$ cat src/design/proximity_graph_edge_finder_macros.svh
// Assertion macros shared by the edge finder
`ifndef PROXIMITY_GRAPH_EDGE_FINDER_MACROS_SVH
`define PROXIMITY_GRAPH_EDGE_FINDER_MACROS_SVH

// Same-cycle implication, checked outside reset
`define PGEF_ASSERT_SAME(label, ante, cons, msg) \
    label: assert property (@(posedge clk) disable iff (!rst_n) (ante) |-> (cons)) \
        else $error(msg);

// Next-cycle implication, checked outside reset
`define PGEF_ASSERT_NEXT(label, ante, cons, msg) \
    label: assert property (@(posedge clk) disable iff (!rst_n) (ante) |=> (cons)) \
        else $error(msg);

`endif

$ cat src/design/pgef_pkg.sv
// Types and constants of the proximity graph edge finder
`timescale 1ns / 1ps

package pgef_pkg;

    localparam int ID_W    = 16;
    localparam int COORD_W = 16;
    localparam int DIST_W  = 17;
    localparam int DIFF_W  = COORD_W;
    localparam int SQ_W    = 2 * DIFF_W;
    localparam int SUM_W   = SQ_W + 1;
    localparam int RSQ_W   = 2 * DIST_W;

    localparam logic [DIST_W-1:0] RADIUS_RESET = 17'd10;
    localparam logic [RSQ_W-1:0]  RSQ_RESET    = 34'd100;

    typedef struct packed {
        logic signed [COORD_W-1:0] y;
        logic signed [COORD_W-1:0] x;
        logic [ID_W-1:0]           id;
    } robot_t;

    typedef struct packed {
        logic [DIST_W-1:0] distance;
        logic [ID_W-1:0]   id_b;
        logic [ID_W-1:0]   id_a;
    } edge_t;

    localparam int IN_TDATA_W  = $bits(robot_t);
    localparam int OUT_TDATA_W = 56;
    localparam int OUT_PAD_W   = OUT_TDATA_W - $bits(edge_t);

    typedef struct packed {
        logic             start;
        logic [SUM_W-1:0] value;
    } sqrt_req_t;

    typedef struct packed {
        logic              busy;
        logic              done;
        logic [DIST_W-1:0] root;
    } sqrt_rsp_t;

endpackage

$ cat src/design/proximity_graph_edge_finder.sv
// Top level of the proximity graph edge finder
//
// Slave channel s_*: one robot per transfer; s_tuser restarts the set.
// Master channel m_*: one edge per transfer; m_tlast marks the last edge
// of a robot. A robot that finds no neighbour in range gives no transfer.
// cfg_we / cfg_wdata write the radius; write only while the block is idle.
// The front end takes a robot into a two-entry queue; s_tready drops only
// while that queue is full. The back end serves one robot at a time: it
// steps through the read, square and compare states for each stored robot,
// through the bit-serial square root and hand-off for each edge, and through
// fetch, flush and store once per robot; an empty set skips the scan and the
// flush. The square root unit sets the edge rate. Each edge leaves one edge
// later than found, so that the last one can carry m_tlast. A robot arriving
// with the set full is dropped.
// Reset empties the set and the queue and sets the radius to 10.
// A stalled master side holds the output register and backs up the queue.
`timescale 1ns / 1ps
`include "proximity_graph_edge_finder_macros.svh"

module proximity_graph_edge_finder #(
    parameter int MAX_ROBOTS = 32
) (
    input  logic                                clk,
    input  logic                                rst_n,
    input  logic                                s_tvalid,
    output logic                                s_tready,
    input  logic [pgef_pkg::IN_TDATA_W-1:0]     s_tdata,   // robot_id, x_coord, y_coord
    input  logic                                s_tuser,   // start_new
    output logic                                m_tvalid,
    input  logic                                m_tready,
    output logic [pgef_pkg::OUT_TDATA_W-1:0]    m_tdata,   // id_a, id_b, distance, zero pad
    output logic                                m_tlast,
    input  logic                                cfg_we,
    input  logic [pgef_pkg::DIST_W-1:0]         cfg_wdata
);

    import pgef_pkg::*;

    localparam int CNT_W = $clog2(MAX_ROBOTS + 1);
    localparam int AW    = $clog2(MAX_ROBOTS);
    localparam int Q_W   = $bits(robot_t) + CNT_W;

    logic [DIST_W-1:0] radius_reg;
    logic [RSQ_W-1:0]  rsq_reg;

    logic              q_push;
    robot_t            push_robot;
    logic [CNT_W-1:0]  push_slot;
    logic              q_full;
    logic              q_pop;
    logic              q_valid;
    logic [Q_W-1:0]    q_data;
    robot_t            q_robot;
    logic [CNT_W-1:0]  q_slot;

    logic              ram_re;
    logic [AW-1:0]     ram_raddr;
    robot_t            ram_rdata;
    logic              ram_we;
    logic [AW-1:0]     ram_waddr;
    robot_t            ram_wdata;

    sqrt_req_t         sqrt_req;
    sqrt_rsp_t         sqrt_rsp;
    edge_t             out_edge;

    always_ff @(posedge clk or negedge rst_n)
    begin
        if (!rst_n)
        begin
            radius_reg <= RADIUS_RESET;
            rsq_reg    <= RSQ_RESET;
        end
        else if (cfg_we)
        begin
            radius_reg <= cfg_wdata;
            rsq_reg    <= RSQ_W'(cfg_wdata) * RSQ_W'(cfg_wdata);
        end
    end

    pgef_front #(
        .MAX_ROBOTS (MAX_ROBOTS)
    ) u_front (
        .clk        (clk),
        .rst_n      (rst_n),
        .s_valid    (s_tvalid),
        .s_ready    (s_tready),
        .start_new  (s_tuser),
        .robot      (robot_t'(s_tdata)),
        .q_full     (q_full),
        .push       (q_push),
        .push_robot (push_robot),
        .push_slot  (push_slot)
    );

    pgef_queue #(
        .WIDTH (Q_W),
        .DEPTH (2)
    ) u_queue (
        .clk       (clk),
        .rst_n     (rst_n),
        .push      (q_push),
        .push_data ({push_robot, push_slot}),
        .full      (q_full),
        .pop       (q_pop),
        .pop_data  (q_data),
        .valid     (q_valid)
    );

    assign q_robot = robot_t'(q_data[Q_W-1:CNT_W]);
    assign q_slot  = q_data[CNT_W-1:0];

    pgef_ram #(
        .WIDTH ($bits(robot_t)),
        .DEPTH (MAX_ROBOTS)
    ) u_store (
        .clk   (clk),
        .we    (ram_we),
        .waddr (ram_waddr),
        .wdata (ram_wdata),
        .re    (ram_re),
        .raddr (ram_raddr),
        .rdata (ram_rdata)
    );

    pgef_isqrt u_isqrt (
        .clk   (clk),
        .rst_n (rst_n),
        .req   (sqrt_req),
        .rsp   (sqrt_rsp)
    );

    pgef_back #(
        .MAX_ROBOTS (MAX_ROBOTS)
    ) u_back (
        .clk       (clk),
        .rst_n     (rst_n),
        .q_valid   (q_valid),
        .q_pop     (q_pop),
        .q_robot   (q_robot),
        .q_slot    (q_slot),
        .rsq       (rsq_reg),
        .ram_re    (ram_re),
        .ram_raddr (ram_raddr),
        .ram_rdata (ram_rdata),
        .ram_we    (ram_we),
        .ram_waddr (ram_waddr),
        .ram_wdata (ram_wdata),
        .sqrt_req  (sqrt_req),
        .sqrt_rsp  (sqrt_rsp),
        .m_valid   (m_tvalid),
        .m_ready   (m_tready),
        .m_edge    (out_edge),
        .m_last    (m_tlast)
    );

    assign m_tdata = {{OUT_PAD_W{1'b0}}, out_edge};

    `PGEF_ASSERT_SAME(a_dist_below_radius, m_tvalid, out_edge.distance < radius_reg, "edge distance not below radius")
    `PGEF_ASSERT_SAME(a_slot_in_range, q_push, push_slot < CNT_W'(MAX_ROBOTS), "robot slot beyond capacity")
    `PGEF_ASSERT_SAME(a_root_not_restarted, sqrt_req.start, !sqrt_rsp.busy, "square root restarted while busy")
    `PGEF_ASSERT_NEXT(a_root_starts, sqrt_req.start, sqrt_rsp.busy, "square root did not start")

endmodule

$ cat src/design/pgef_ram.sv
// Generic single-write, single-read RAM with registered read data
`timescale 1ns / 1ps

module pgef_ram #(
    parameter int WIDTH = 8,
    parameter int DEPTH = 32
) (
    input  logic                     clk,
    input  logic                     we,
    input  logic [$clog2(DEPTH)-1:0] waddr,
    input  logic [WIDTH-1:0]         wdata,
    input  logic                     re,
    input  logic [$clog2(DEPTH)-1:0] raddr,
    output logic [WIDTH-1:0]         rdata
);

    logic [WIDTH-1:0] mem [DEPTH];

    always_ff @(posedge clk)
    begin
        if (we)
        begin
            mem[waddr] <= wdata;
        end
        if (re)
        begin
            rdata <= mem[raddr];
        end
    end

endmodule

$ cat src/design/pgef_front.sv
// Front end: accept robots, apply set restart and capacity, assign slots
`timescale 1ns / 1ps

module pgef_front #(
    parameter int MAX_ROBOTS = 32
) (
    input  logic                              clk,
    input  logic                              rst_n,
    input  logic                              s_valid,
    output logic                              s_ready,
    input  logic                              start_new,
    input  pgef_pkg::robot_t                  robot,
    input  logic                              q_full,
    output logic                              push,
    output pgef_pkg::robot_t                  push_robot,
    output logic [$clog2(MAX_ROBOTS+1)-1:0]   push_slot
);

    import pgef_pkg::*;

    localparam int CNT_W = $clog2(MAX_ROBOTS + 1);

    logic [CNT_W-1:0] count_reg;
    logic [CNT_W-1:0] count_next;
    logic [CNT_W-1:0] base;
    logic             accept;

    assign s_ready    = ~q_full;
    assign accept     = s_valid & ~q_full;
    assign base       = start_new ? '0 : count_reg;
    assign push       = accept & (base < CNT_W'(MAX_ROBOTS));
    assign push_robot = robot;
    assign push_slot  = base;
    assign count_next = push ? base + CNT_W'(1) : count_reg;

    always_ff @(posedge clk or negedge rst_n)
    begin
        if (!rst_n)
        begin
            count_reg <= '0;
        end
        else
        begin
            count_reg <= count_next;
        end
    end

endmodule

$ cat src/design/pgef_queue.sv
// Short FIFO between the front and back ends
`timescale 1ns / 1ps

module pgef_queue #(
    parameter int WIDTH = 8,
    parameter int DEPTH = 2
) (
    input  logic             clk,
    input  logic             rst_n,
    input  logic             push,
    input  logic [WIDTH-1:0] push_data,
    output logic             full,
    input  logic             pop,
    output logic [WIDTH-1:0] pop_data,
    output logic             valid
);

    localparam int AW = $clog2(DEPTH);
    localparam int FW = $clog2(DEPTH + 1);

    logic [WIDTH-1:0] slot_reg [DEPTH];
    logic [AW-1:0]    wr_ptr_reg;
    logic [AW-1:0]    rd_ptr_reg;
    logic [FW-1:0]    fill_reg;
    logic             do_push;
    logic             do_pop;

    assign full     = (fill_reg == FW'(DEPTH));
    assign valid    = (fill_reg != '0);
    assign pop_data = slot_reg[rd_ptr_reg];
    assign do_push  = push & ~full;
    assign do_pop   = pop & valid;

    always_ff @(posedge clk)
    begin
        if (do_push)
        begin
            slot_reg[wr_ptr_reg] <= push_data;
        end
    end

    always_ff @(posedge clk or negedge rst_n)
    begin
        if (!rst_n)
        begin
            wr_ptr_reg <= '0;
            rd_ptr_reg <= '0;
            fill_reg   <= '0;
        end
        else
        begin
            if (do_push)
            begin
                wr_ptr_reg <= (wr_ptr_reg == AW'(DEPTH - 1)) ? '0 : wr_ptr_reg + AW'(1);
            end
            if (do_pop)
            begin
                rd_ptr_reg <= (rd_ptr_reg == AW'(DEPTH - 1)) ? '0 : rd_ptr_reg + AW'(1);
            end
            if (do_push & ~do_pop)
            begin
                fill_reg <= fill_reg + FW'(1);
            end
            else if (do_pop & ~do_push)
            begin
                fill_reg <= fill_reg - FW'(1);
            end
        end
    end

endmodule

$ cat src/design/pgef_isqrt.sv
// Bit-serial integer square root, one result bit per cycle
`timescale 1ns / 1ps

module pgef_isqrt (
    input  logic                clk,
    input  logic                rst_n,
    input  pgef_pkg::sqrt_req_t req,
    output pgef_pkg::sqrt_rsp_t rsp
);

    import pgef_pkg::*;

    localparam int PAD_W  = 2 * DIST_W;
    localparam int REM_W  = DIST_W + 2;
    localparam int SH_W   = DIST_W + 4;
    localparam int STEP_W = $clog2(DIST_W);

    logic              run_reg;
    logic              done_reg;
    logic [PAD_W-1:0]  rad_reg;
    logic [REM_W-1:0]  rem_reg;
    logic [DIST_W-1:0] root_reg;
    logic [STEP_W-1:0] step_reg;
    logic [SH_W-1:0]   rem_sh;
    logic [SH_W-1:0]   trial;
    logic [SH_W-1:0]   rem_sub;
    logic              ge;

    assign rem_sh  = {rem_reg, rad_reg[PAD_W-1 -: 2]};
    assign trial   = {2'b00, root_reg, 2'b01};
    assign ge      = (rem_sh >= trial);
    assign rem_sub = rem_sh - trial;

    assign rsp.busy = run_reg;
    assign rsp.done = done_reg;
    assign rsp.root = root_reg;

    always_ff @(posedge clk or negedge rst_n)
    begin
        if (!rst_n)
        begin
            run_reg  <= 1'b0;
            done_reg <= 1'b0;
            step_reg <= '0;
        end
        else
        begin
            done_reg <= 1'b0;
            if (run_reg)
            begin
                step_reg <= step_reg + STEP_W'(1);
                if (step_reg == STEP_W'(DIST_W - 1))
                begin
                    run_reg  <= 1'b0;
                    done_reg <= 1'b1;
                end
            end
            else if (req.start)
            begin
                run_reg  <= 1'b1;
                step_reg <= '0;
            end
        end
    end

    always_ff @(posedge clk)
    begin
        if (run_reg)
        begin
            rad_reg  <= rad_reg << 2;
            rem_reg  <= ge ? rem_sub[REM_W-1:0] : rem_sh[REM_W-1:0];
            root_reg <= {root_reg[DIST_W-2:0], ge};
        end
        else if (req.start)
        begin
            rad_reg  <= PAD_W'(req.value);
            rem_reg  <= '0;
            root_reg <= '0;
        end
    end

endmodule

$ cat src/design/pgef_back.sv
// Back end: scan stored robots, test range, take roots, emit edges, store robot
`timescale 1ns / 1ps

module pgef_back #(
    parameter int MAX_ROBOTS = 32
) (
    input  logic                              clk,
    input  logic                              rst_n,
    input  logic                              q_valid,
    output logic                              q_pop,
    input  pgef_pkg::robot_t                  q_robot,
    input  logic [$clog2(MAX_ROBOTS+1)-1:0]   q_slot,
    input  logic [pgef_pkg::RSQ_W-1:0]        rsq,
    output logic                              ram_re,
    output logic [$clog2(MAX_ROBOTS)-1:0]     ram_raddr,
    input  pgef_pkg::robot_t                  ram_rdata,
    output logic                              ram_we,
    output logic [$clog2(MAX_ROBOTS)-1:0]     ram_waddr,
    output pgef_pkg::robot_t                  ram_wdata,
    output pgef_pkg::sqrt_req_t               sqrt_req,
    input  pgef_pkg::sqrt_rsp_t               sqrt_rsp,
    output logic                              m_valid,
    input  logic                              m_ready,
    output pgef_pkg::edge_t                   m_edge,
    output logic                              m_last
);

    import pgef_pkg::*;

    localparam int CNT_W = $clog2(MAX_ROBOTS + 1);
    localparam int AW    = $clog2(MAX_ROBOTS);

    typedef enum logic [2:0] {
        ST_IDLE,
        ST_READ,
        ST_SQUARE,
        ST_TEST,
        ST_ROOT,
        ST_EMIT,
        ST_FLUSH,
        ST_STORE
    } state_t;

    state_t            state_reg,     state_next;
    robot_t            cur_reg,       cur_next;
    logic [CNT_W-1:0]  n_reg,         n_next;
    logic [CNT_W-1:0]  idx_reg,       idx_next;
    logic [ID_W-1:0]   cand_id_reg,   cand_id_next;
    logic [SQ_W-1:0]   dx2_reg,       dx2_next;
    logic [SQ_W-1:0]   dy2_reg,       dy2_next;
    logic [DIST_W-1:0] new_dist_reg,  new_dist_next;
    logic              pend_valid_reg, pend_valid_next;
    edge_t             pend_reg,      pend_next;
    logic              out_valid_reg, out_valid_next;
    edge_t             out_reg,       out_next;
    logic              out_last_reg,  out_last_next;

    logic signed [COORD_W:0] dxs;
    logic signed [COORD_W:0] dys;
    logic [DIFF_W-1:0]       dxa;
    logic [DIFF_W-1:0]       dya;
    logic [SUM_W-1:0]        sum;
    logic                    out_free;
    logic                    at_end;
    edge_t                   new_edge;

    assign dxs = $signed({cur_reg.x[COORD_W-1], cur_reg.x})
               - $signed({ram_rdata.x[COORD_W-1], ram_rdata.x});
    assign dys = $signed({cur_reg.y[COORD_W-1], cur_reg.y})
               - $signed({ram_rdata.y[COORD_W-1], ram_rdata.y});
    assign dxa = dxs[COORD_W] ? DIFF_W'(-dxs) : DIFF_W'(dxs);
    assign dya = dys[COORD_W] ? DIFF_W'(-dys) : DIFF_W'(dys);
    assign sum = SUM_W'(dx2_reg) + SUM_W'(dy2_reg);

    assign out_free = ~out_valid_reg | m_ready;
    assign at_end   = (idx_reg + CNT_W'(1) == n_reg);

    assign new_edge.id_a     = cand_id_reg;
    assign new_edge.id_b     = cur_reg.id;
    assign new_edge.distance = new_dist_reg;

    assign ram_raddr = idx_reg[AW-1:0];
    assign ram_waddr = n_reg[AW-1:0];
    assign ram_wdata = cur_reg;

    assign m_valid = out_valid_reg;
    assign m_edge  = out_reg;
    assign m_last  = out_last_reg;

    always_comb
    begin
        state_next      = state_reg;
        cur_next        = cur_reg;
        n_next          = n_reg;
        idx_next        = idx_reg;
        cand_id_next    = cand_id_reg;
        dx2_next        = dx2_reg;
        dy2_next        = dy2_reg;
        new_dist_next   = new_dist_reg;
        pend_valid_next = pend_valid_reg;
        pend_next       = pend_reg;
        out_valid_next  = out_valid_reg & ~m_ready;
        out_next        = out_reg;
        out_last_next   = out_last_reg;
        q_pop           = 1'b0;
        ram_re          = 1'b0;
        ram_we          = 1'b0;
        sqrt_req.start  = 1'b0;
        sqrt_req.value  = sum;

        unique case (state_reg)
            ST_IDLE:
            begin
                if (q_valid)
                begin
                    q_pop      = 1'b1;
                    cur_next   = q_robot;
                    n_next     = q_slot;
                    idx_next   = '0;
                    state_next = (q_slot == '0) ? ST_STORE : ST_READ;
                end
            end
            ST_READ:
            begin
                ram_re     = 1'b1;
                state_next = ST_SQUARE;
            end
            ST_SQUARE:
            begin
                cand_id_next = ram_rdata.id;
                dx2_next     = SQ_W'(dxa) * SQ_W'(dxa);
                dy2_next     = SQ_W'(dya) * SQ_W'(dya);
                state_next   = ST_TEST;
            end
            ST_TEST:
            begin
                if (RSQ_W'(sum) < rsq)
                begin
                    sqrt_req.start = 1'b1;
                    state_next     = ST_ROOT;
                end
                else
                begin
                    idx_next   = idx_reg + CNT_W'(1);
                    state_next = at_end ? ST_FLUSH : ST_READ;
                end
            end
            ST_ROOT:
            begin
                if (sqrt_rsp.done)
                begin
                    new_dist_next = sqrt_rsp.root;
                    state_next    = ST_EMIT;
                end
            end
            ST_EMIT:
            begin
                if (!pend_valid_reg || out_free)
                begin
                    if (pend_valid_reg)
                    begin
                        out_valid_next = 1'b1;
                        out_next       = pend_reg;
                        out_last_next  = 1'b0;
                    end
                    pend_valid_next = 1'b1;
                    pend_next       = new_edge;
                    idx_next        = idx_reg + CNT_W'(1);
                    state_next      = at_end ? ST_FLUSH : ST_READ;
                end
            end
            ST_FLUSH:
            begin
                if (!pend_valid_reg)
                begin
                    state_next = ST_STORE;
                end
                else if (out_free)
                begin
                    out_valid_next  = 1'b1;
                    out_next        = pend_reg;
                    out_last_next   = 1'b1;
                    pend_valid_next = 1'b0;
                    state_next      = ST_STORE;
                end
            end
            ST_STORE:
            begin
                ram_we     = 1'b1;
                state_next = ST_IDLE;
            end
            default:
            begin
                state_next = ST_IDLE;
            end
        endcase
    end

    always_ff @(posedge clk or negedge rst_n)
    begin
        if (!rst_n)
        begin
            state_reg      <= ST_IDLE;
            pend_valid_reg <= 1'b0;
            out_valid_reg  <= 1'b0;
        end
        else
        begin
            state_reg      <= state_next;
            pend_valid_reg <= pend_valid_next;
            out_valid_reg  <= out_valid_next;
        end
    end

    always_ff @(posedge clk)
    begin
        cur_reg      <= cur_next;
        n_reg        <= n_next;
        idx_reg      <= idx_next;
        cand_id_reg  <= cand_id_next;
        dx2_reg      <= dx2_next;
        dy2_reg      <= dy2_next;
        new_dist_reg <= new_dist_next;
        pend_reg     <= pend_next;
        out_reg      <= out_next;
        out_last_reg <= out_last_next;
    end

endmodule

$ cat config.mk
export PLATFORM = sky130hd
export DESIGN_NAME = proximity_graph_edge_finder
export DESIGN_NICKNAME = d
export VERILOG_FILES = /design/src/design/pgef_pkg.sv /design/src/design/proximity_graph_edge_finder.sv /design/src/design/pgef_ram.sv /design/src/design/pgef_front.sv /design/src/design/pgef_queue.sv /design/src/design/pgef_isqrt.sv /design/src/design/pgef_back.sv
export VERILOG_INCLUDE_DIRS = /design/src /design/src/design
export SDC_FILE = /design/constraint.sdc
export NUM_CORES = 2
export LEC_CHECK = 0
export ABC_AREA = 1
export BUFFER_PORTS_ARGS = -buffer_cell sky130_fd_sc_hd__buf_4
export CAP_MARGIN = 20
export CORE_UTILIZATION = 45
export CTS_CLUSTER_DIAMETER = 30
export DETAILED_ROUTE_END_ITERATION = 12
export GPL_TIMING_DRIVEN = 0
export HOLD_SLACK_MARGIN = 0.02
export PLACE_DENSITY = 0.6
export SLEW_MARGIN = 15
export SYNTH_ARGS = -nofsm -noshare
export SYNTH_HDL_FRONTEND = slang
export SYNTH_SLANG_ARGS = --single-unit
$ cat constraint.sdc
create_clock -name clk -period 17.32 [get_ports clk]
set_input_delay 1.732 -clock clk [delete_from_list [all_inputs] [get_ports clk]]
set_output_delay 1.732 -clock clk [all_outputs]
set_load 0.02 [all_outputs]
==> metrics <==
Setup-failing EPs final=0; final instance area=0.129 mm2; first-pass GRT wire length=about 500,000 um; Max Freq=approximately 100 MHz; crit start category=flop; Nets=about 11,000; CTS resizes=0; Row Count=roughly 180; Top FF cell, synth=edfxtp_1; crit end category=flop; Req. time, crit path=17.90 ns; DP Area=approximately 0.12 mm2; EDFF count, synth=between 2,000 and 2,500; max FFs per register=approximately 1,500; post-synth top area share=a little under three fifths; mux share of post-synthesis cell area=0%; status=finished clean; Pre-Repair DR Iteration Count=7; Yosys top cell by area=edfxtp_1; clock buffer depth=4; initial core utilization=45.4%; Synth-to-Final Area Change=21.0%; die area=roughly 0.24 mm2; CTS H-Tree Depth=5; ys async rst share=under 10%; die width=between 400 and 500 um; post-synth design cell area=approximately 0.11 mm2; hold buffers post-CTS=0; CTS tree=done; register bit total from synthesis=~2,100; clk sink count=2,071; Arrival @ worst endpoint=about 10 ns; CP Max Fanout=17; sequential-to-total area share from yosys stat=between 50% and 60%; cells on worst reg2reg path=35; Port-buffer cells=between 100 and 150; commonest non-fill, non-tap cells in the layout=edfxtp_1 (2,014), nor2_1 (1,243), inv_1 (1,165), nand2_1 (1,154), o21ai_0 (1,073); Slew Viols, Final=0; number of vias in the routed layout=just under 80,000; compound-gate portion of the synthesized area=roughly 10%; post-CTS setup buffer count=0; Post-Syn Instances=between 9,000 and 10,000; critical path class=reg2reg; Worst path slowest cell=edfxtp_1; Worst Hold Depth=0; RSZ-0062 raised after global routing=no; final setup TNS=0 ns; fillcell total=a little under 20,000; Top Ports=130; Final Skew=0.168 ns; worst hold slack=between 0.4 and 0.5 ns; largest net degree at the start of global routing=56; Slew @ Worst Pin=between 1 and 1.5 ns; antenna violations before repair=11; Tcrit/Tclk final=roughly 56%; Simple-Gate Fraction of Synth Area=between 10% and 20%; die height=490 um; DRT antenna net count=0; Detailed Route WL=approximately 340,000 um; Worst path max stage delay=about 0.9 ns; worst hold path type=reg2reg; most common cell after layout, fill and taps aside=edfxtp_1; Post-Synth Adder-Cell Area=between 10% and 20%; CTS clk-pin slew, worst paths=~0.05 ns; Synth Area per Inst=11.3 um2; hpwl dp=251,000 um; clk root buf=clkbuf_16; ranking of synthesized cells by area=edfxtp_1 (57%), fa_1 (9.7%), o21ai_0 (5.0%); Via density=about 5.6; detailed-route wire length per cell=25.0 um; main combinational cell family by area after synthesis=adder cells; total grt overflow=0; max cap viols=0; Fin. Hold Viols=0; vias in the first global route=between 70,000 and 80,000; Worst slew margin=between 10% and 20%; Yosys cell types=65; core area=roughly 0.24 mm2; DRT iter0 DRCs=between 8,000 and 9,000; Most common cell on crit path=fa_1; xor/xnor share of the synthesized area=under 10%; CTS buffer count=403; Final Critical Period=between 9 and 10 ns; routability congestion estimate from global placement=slightly above 0.9; GRT Total Usage=between 20 and 30%; layout cells sized above 1=between 10% and 20%; Synth Warn #=0; post-route DRC violation count=0; latest clock arrival within the worst-skew pair=roughly 1.0 ns
-- layout make-up --
| class | count | area, um2 | area share (%) |
|---|---|---|---|
| buffer | 437 | 1800 | 1.39 |
| sequential | 2071 | 61900 | 47.8 |
| tap | 3150 | 3940 | 3.04 |
| inverter | 1194 | 4490 | 3.47 |
| timing repair buffer | 290 | 4590 | 3.55 |
| antenna | 6 | 15.0 | 0.0116 |
| clock inverter | 290 | 3250 | 2.51 |
| clock buffer | 439 | 10400 | 8.01 |
| multi-input combinational | 5796 | 39100 | 30.2 |
-- critical path: cells and delay by family, from the launching register on --
kind	cells	cell delay (ns)
fa+ha+maj	9	3.95
simple gates	11	1.57
compound gates	6	1.25
buf+inv	8	1.21
flops	1	0.90
xor+xnor	1	0.45
-- cell usage after synthesis, drive strengths merged (4+ instances only) --
cell type / instances
inv: 1187
nor3: 35
nand2: 1180
or2: 10
dfrtp: 52
xnor2: 62
xor2: 100
o21a: 10
a32o: 4
o211ai: 6
a221oi: 6
buf: 71
a22o: 16
a31oi: 15
o21bai: 18
o22ai: 459
a21o: 16
edfxtp: 2014
a211oi: 6
nand3: 146
nor4: 9
clkinv: 7
clkbuf: 366
nand4: 46
a31o: 4
ha: 413
o21ai: 1082
o31ai: 24
nand3b: 9
nor2: 1305
fa: 520
a21oi: 275
o2111ai: 4
-- logic make-up after synthesis --
| group | count (synthesis) |
|---|---|
| AO/OA/AOI/OAI | 1952 |
| XOR/XNOR | 162 |
| adder cells (fa/ha/maj) | 933 |
| buffers and inverters | 1631 |
| flip-flops | 2071 |
| other | 1 |
| AND/OR/NAND/NOR | 2742 |
-- per-layer routing --
metal / GRT usage [%] / share of wire (%) / up-vias
li1: - / - / 34105
met1: 35.6 / 37 / 37855
met2: 46.9 / 48 / 4128
met3: 5.17 / 9.2 / 893
met4: 15.2 / 5.9 / 8
met5: 0 / 0.015 / -
-- final timing paths --
kind / slack [ns] / start / endpoint
worst max-delay path: 7.58 / u_back.ram_wdata[16] / u_back.dx2_reg[31]
worst min-delay path: 0.40 / u_back.pend_reg[19] / u_back.m_edge[19]
worst max register to register: 7.58 / u_back.ram_wdata[16] / u_back.dx2_reg[31]
worst min register to register: 0.40 / u_back.pend_reg[19] / u_back.m_edge[19]
max in group asynchronous: 15.45 / rst_n / rsq_reg[15]
min in group asynchronous: 0.81 / rst_n / u_queue.rd_ptr_reg
-- metrics by stage --
stage	util (%)	worst slack, ns	instances
6_report	54.9	7.58	13673
5_1_grt	54.9	7.13	13668
4_1_cts	54.9	7.57	13664
3_5_place_dp	49.1	7.70	12935
3_3_place_gp	47.4	7.09	12758
2_1_floorplan	-	9.51	9498
Power is left out: the tool's default activity adds up to more than one toggle a clock period on the data nets, which glitch-free logic cannot reach.
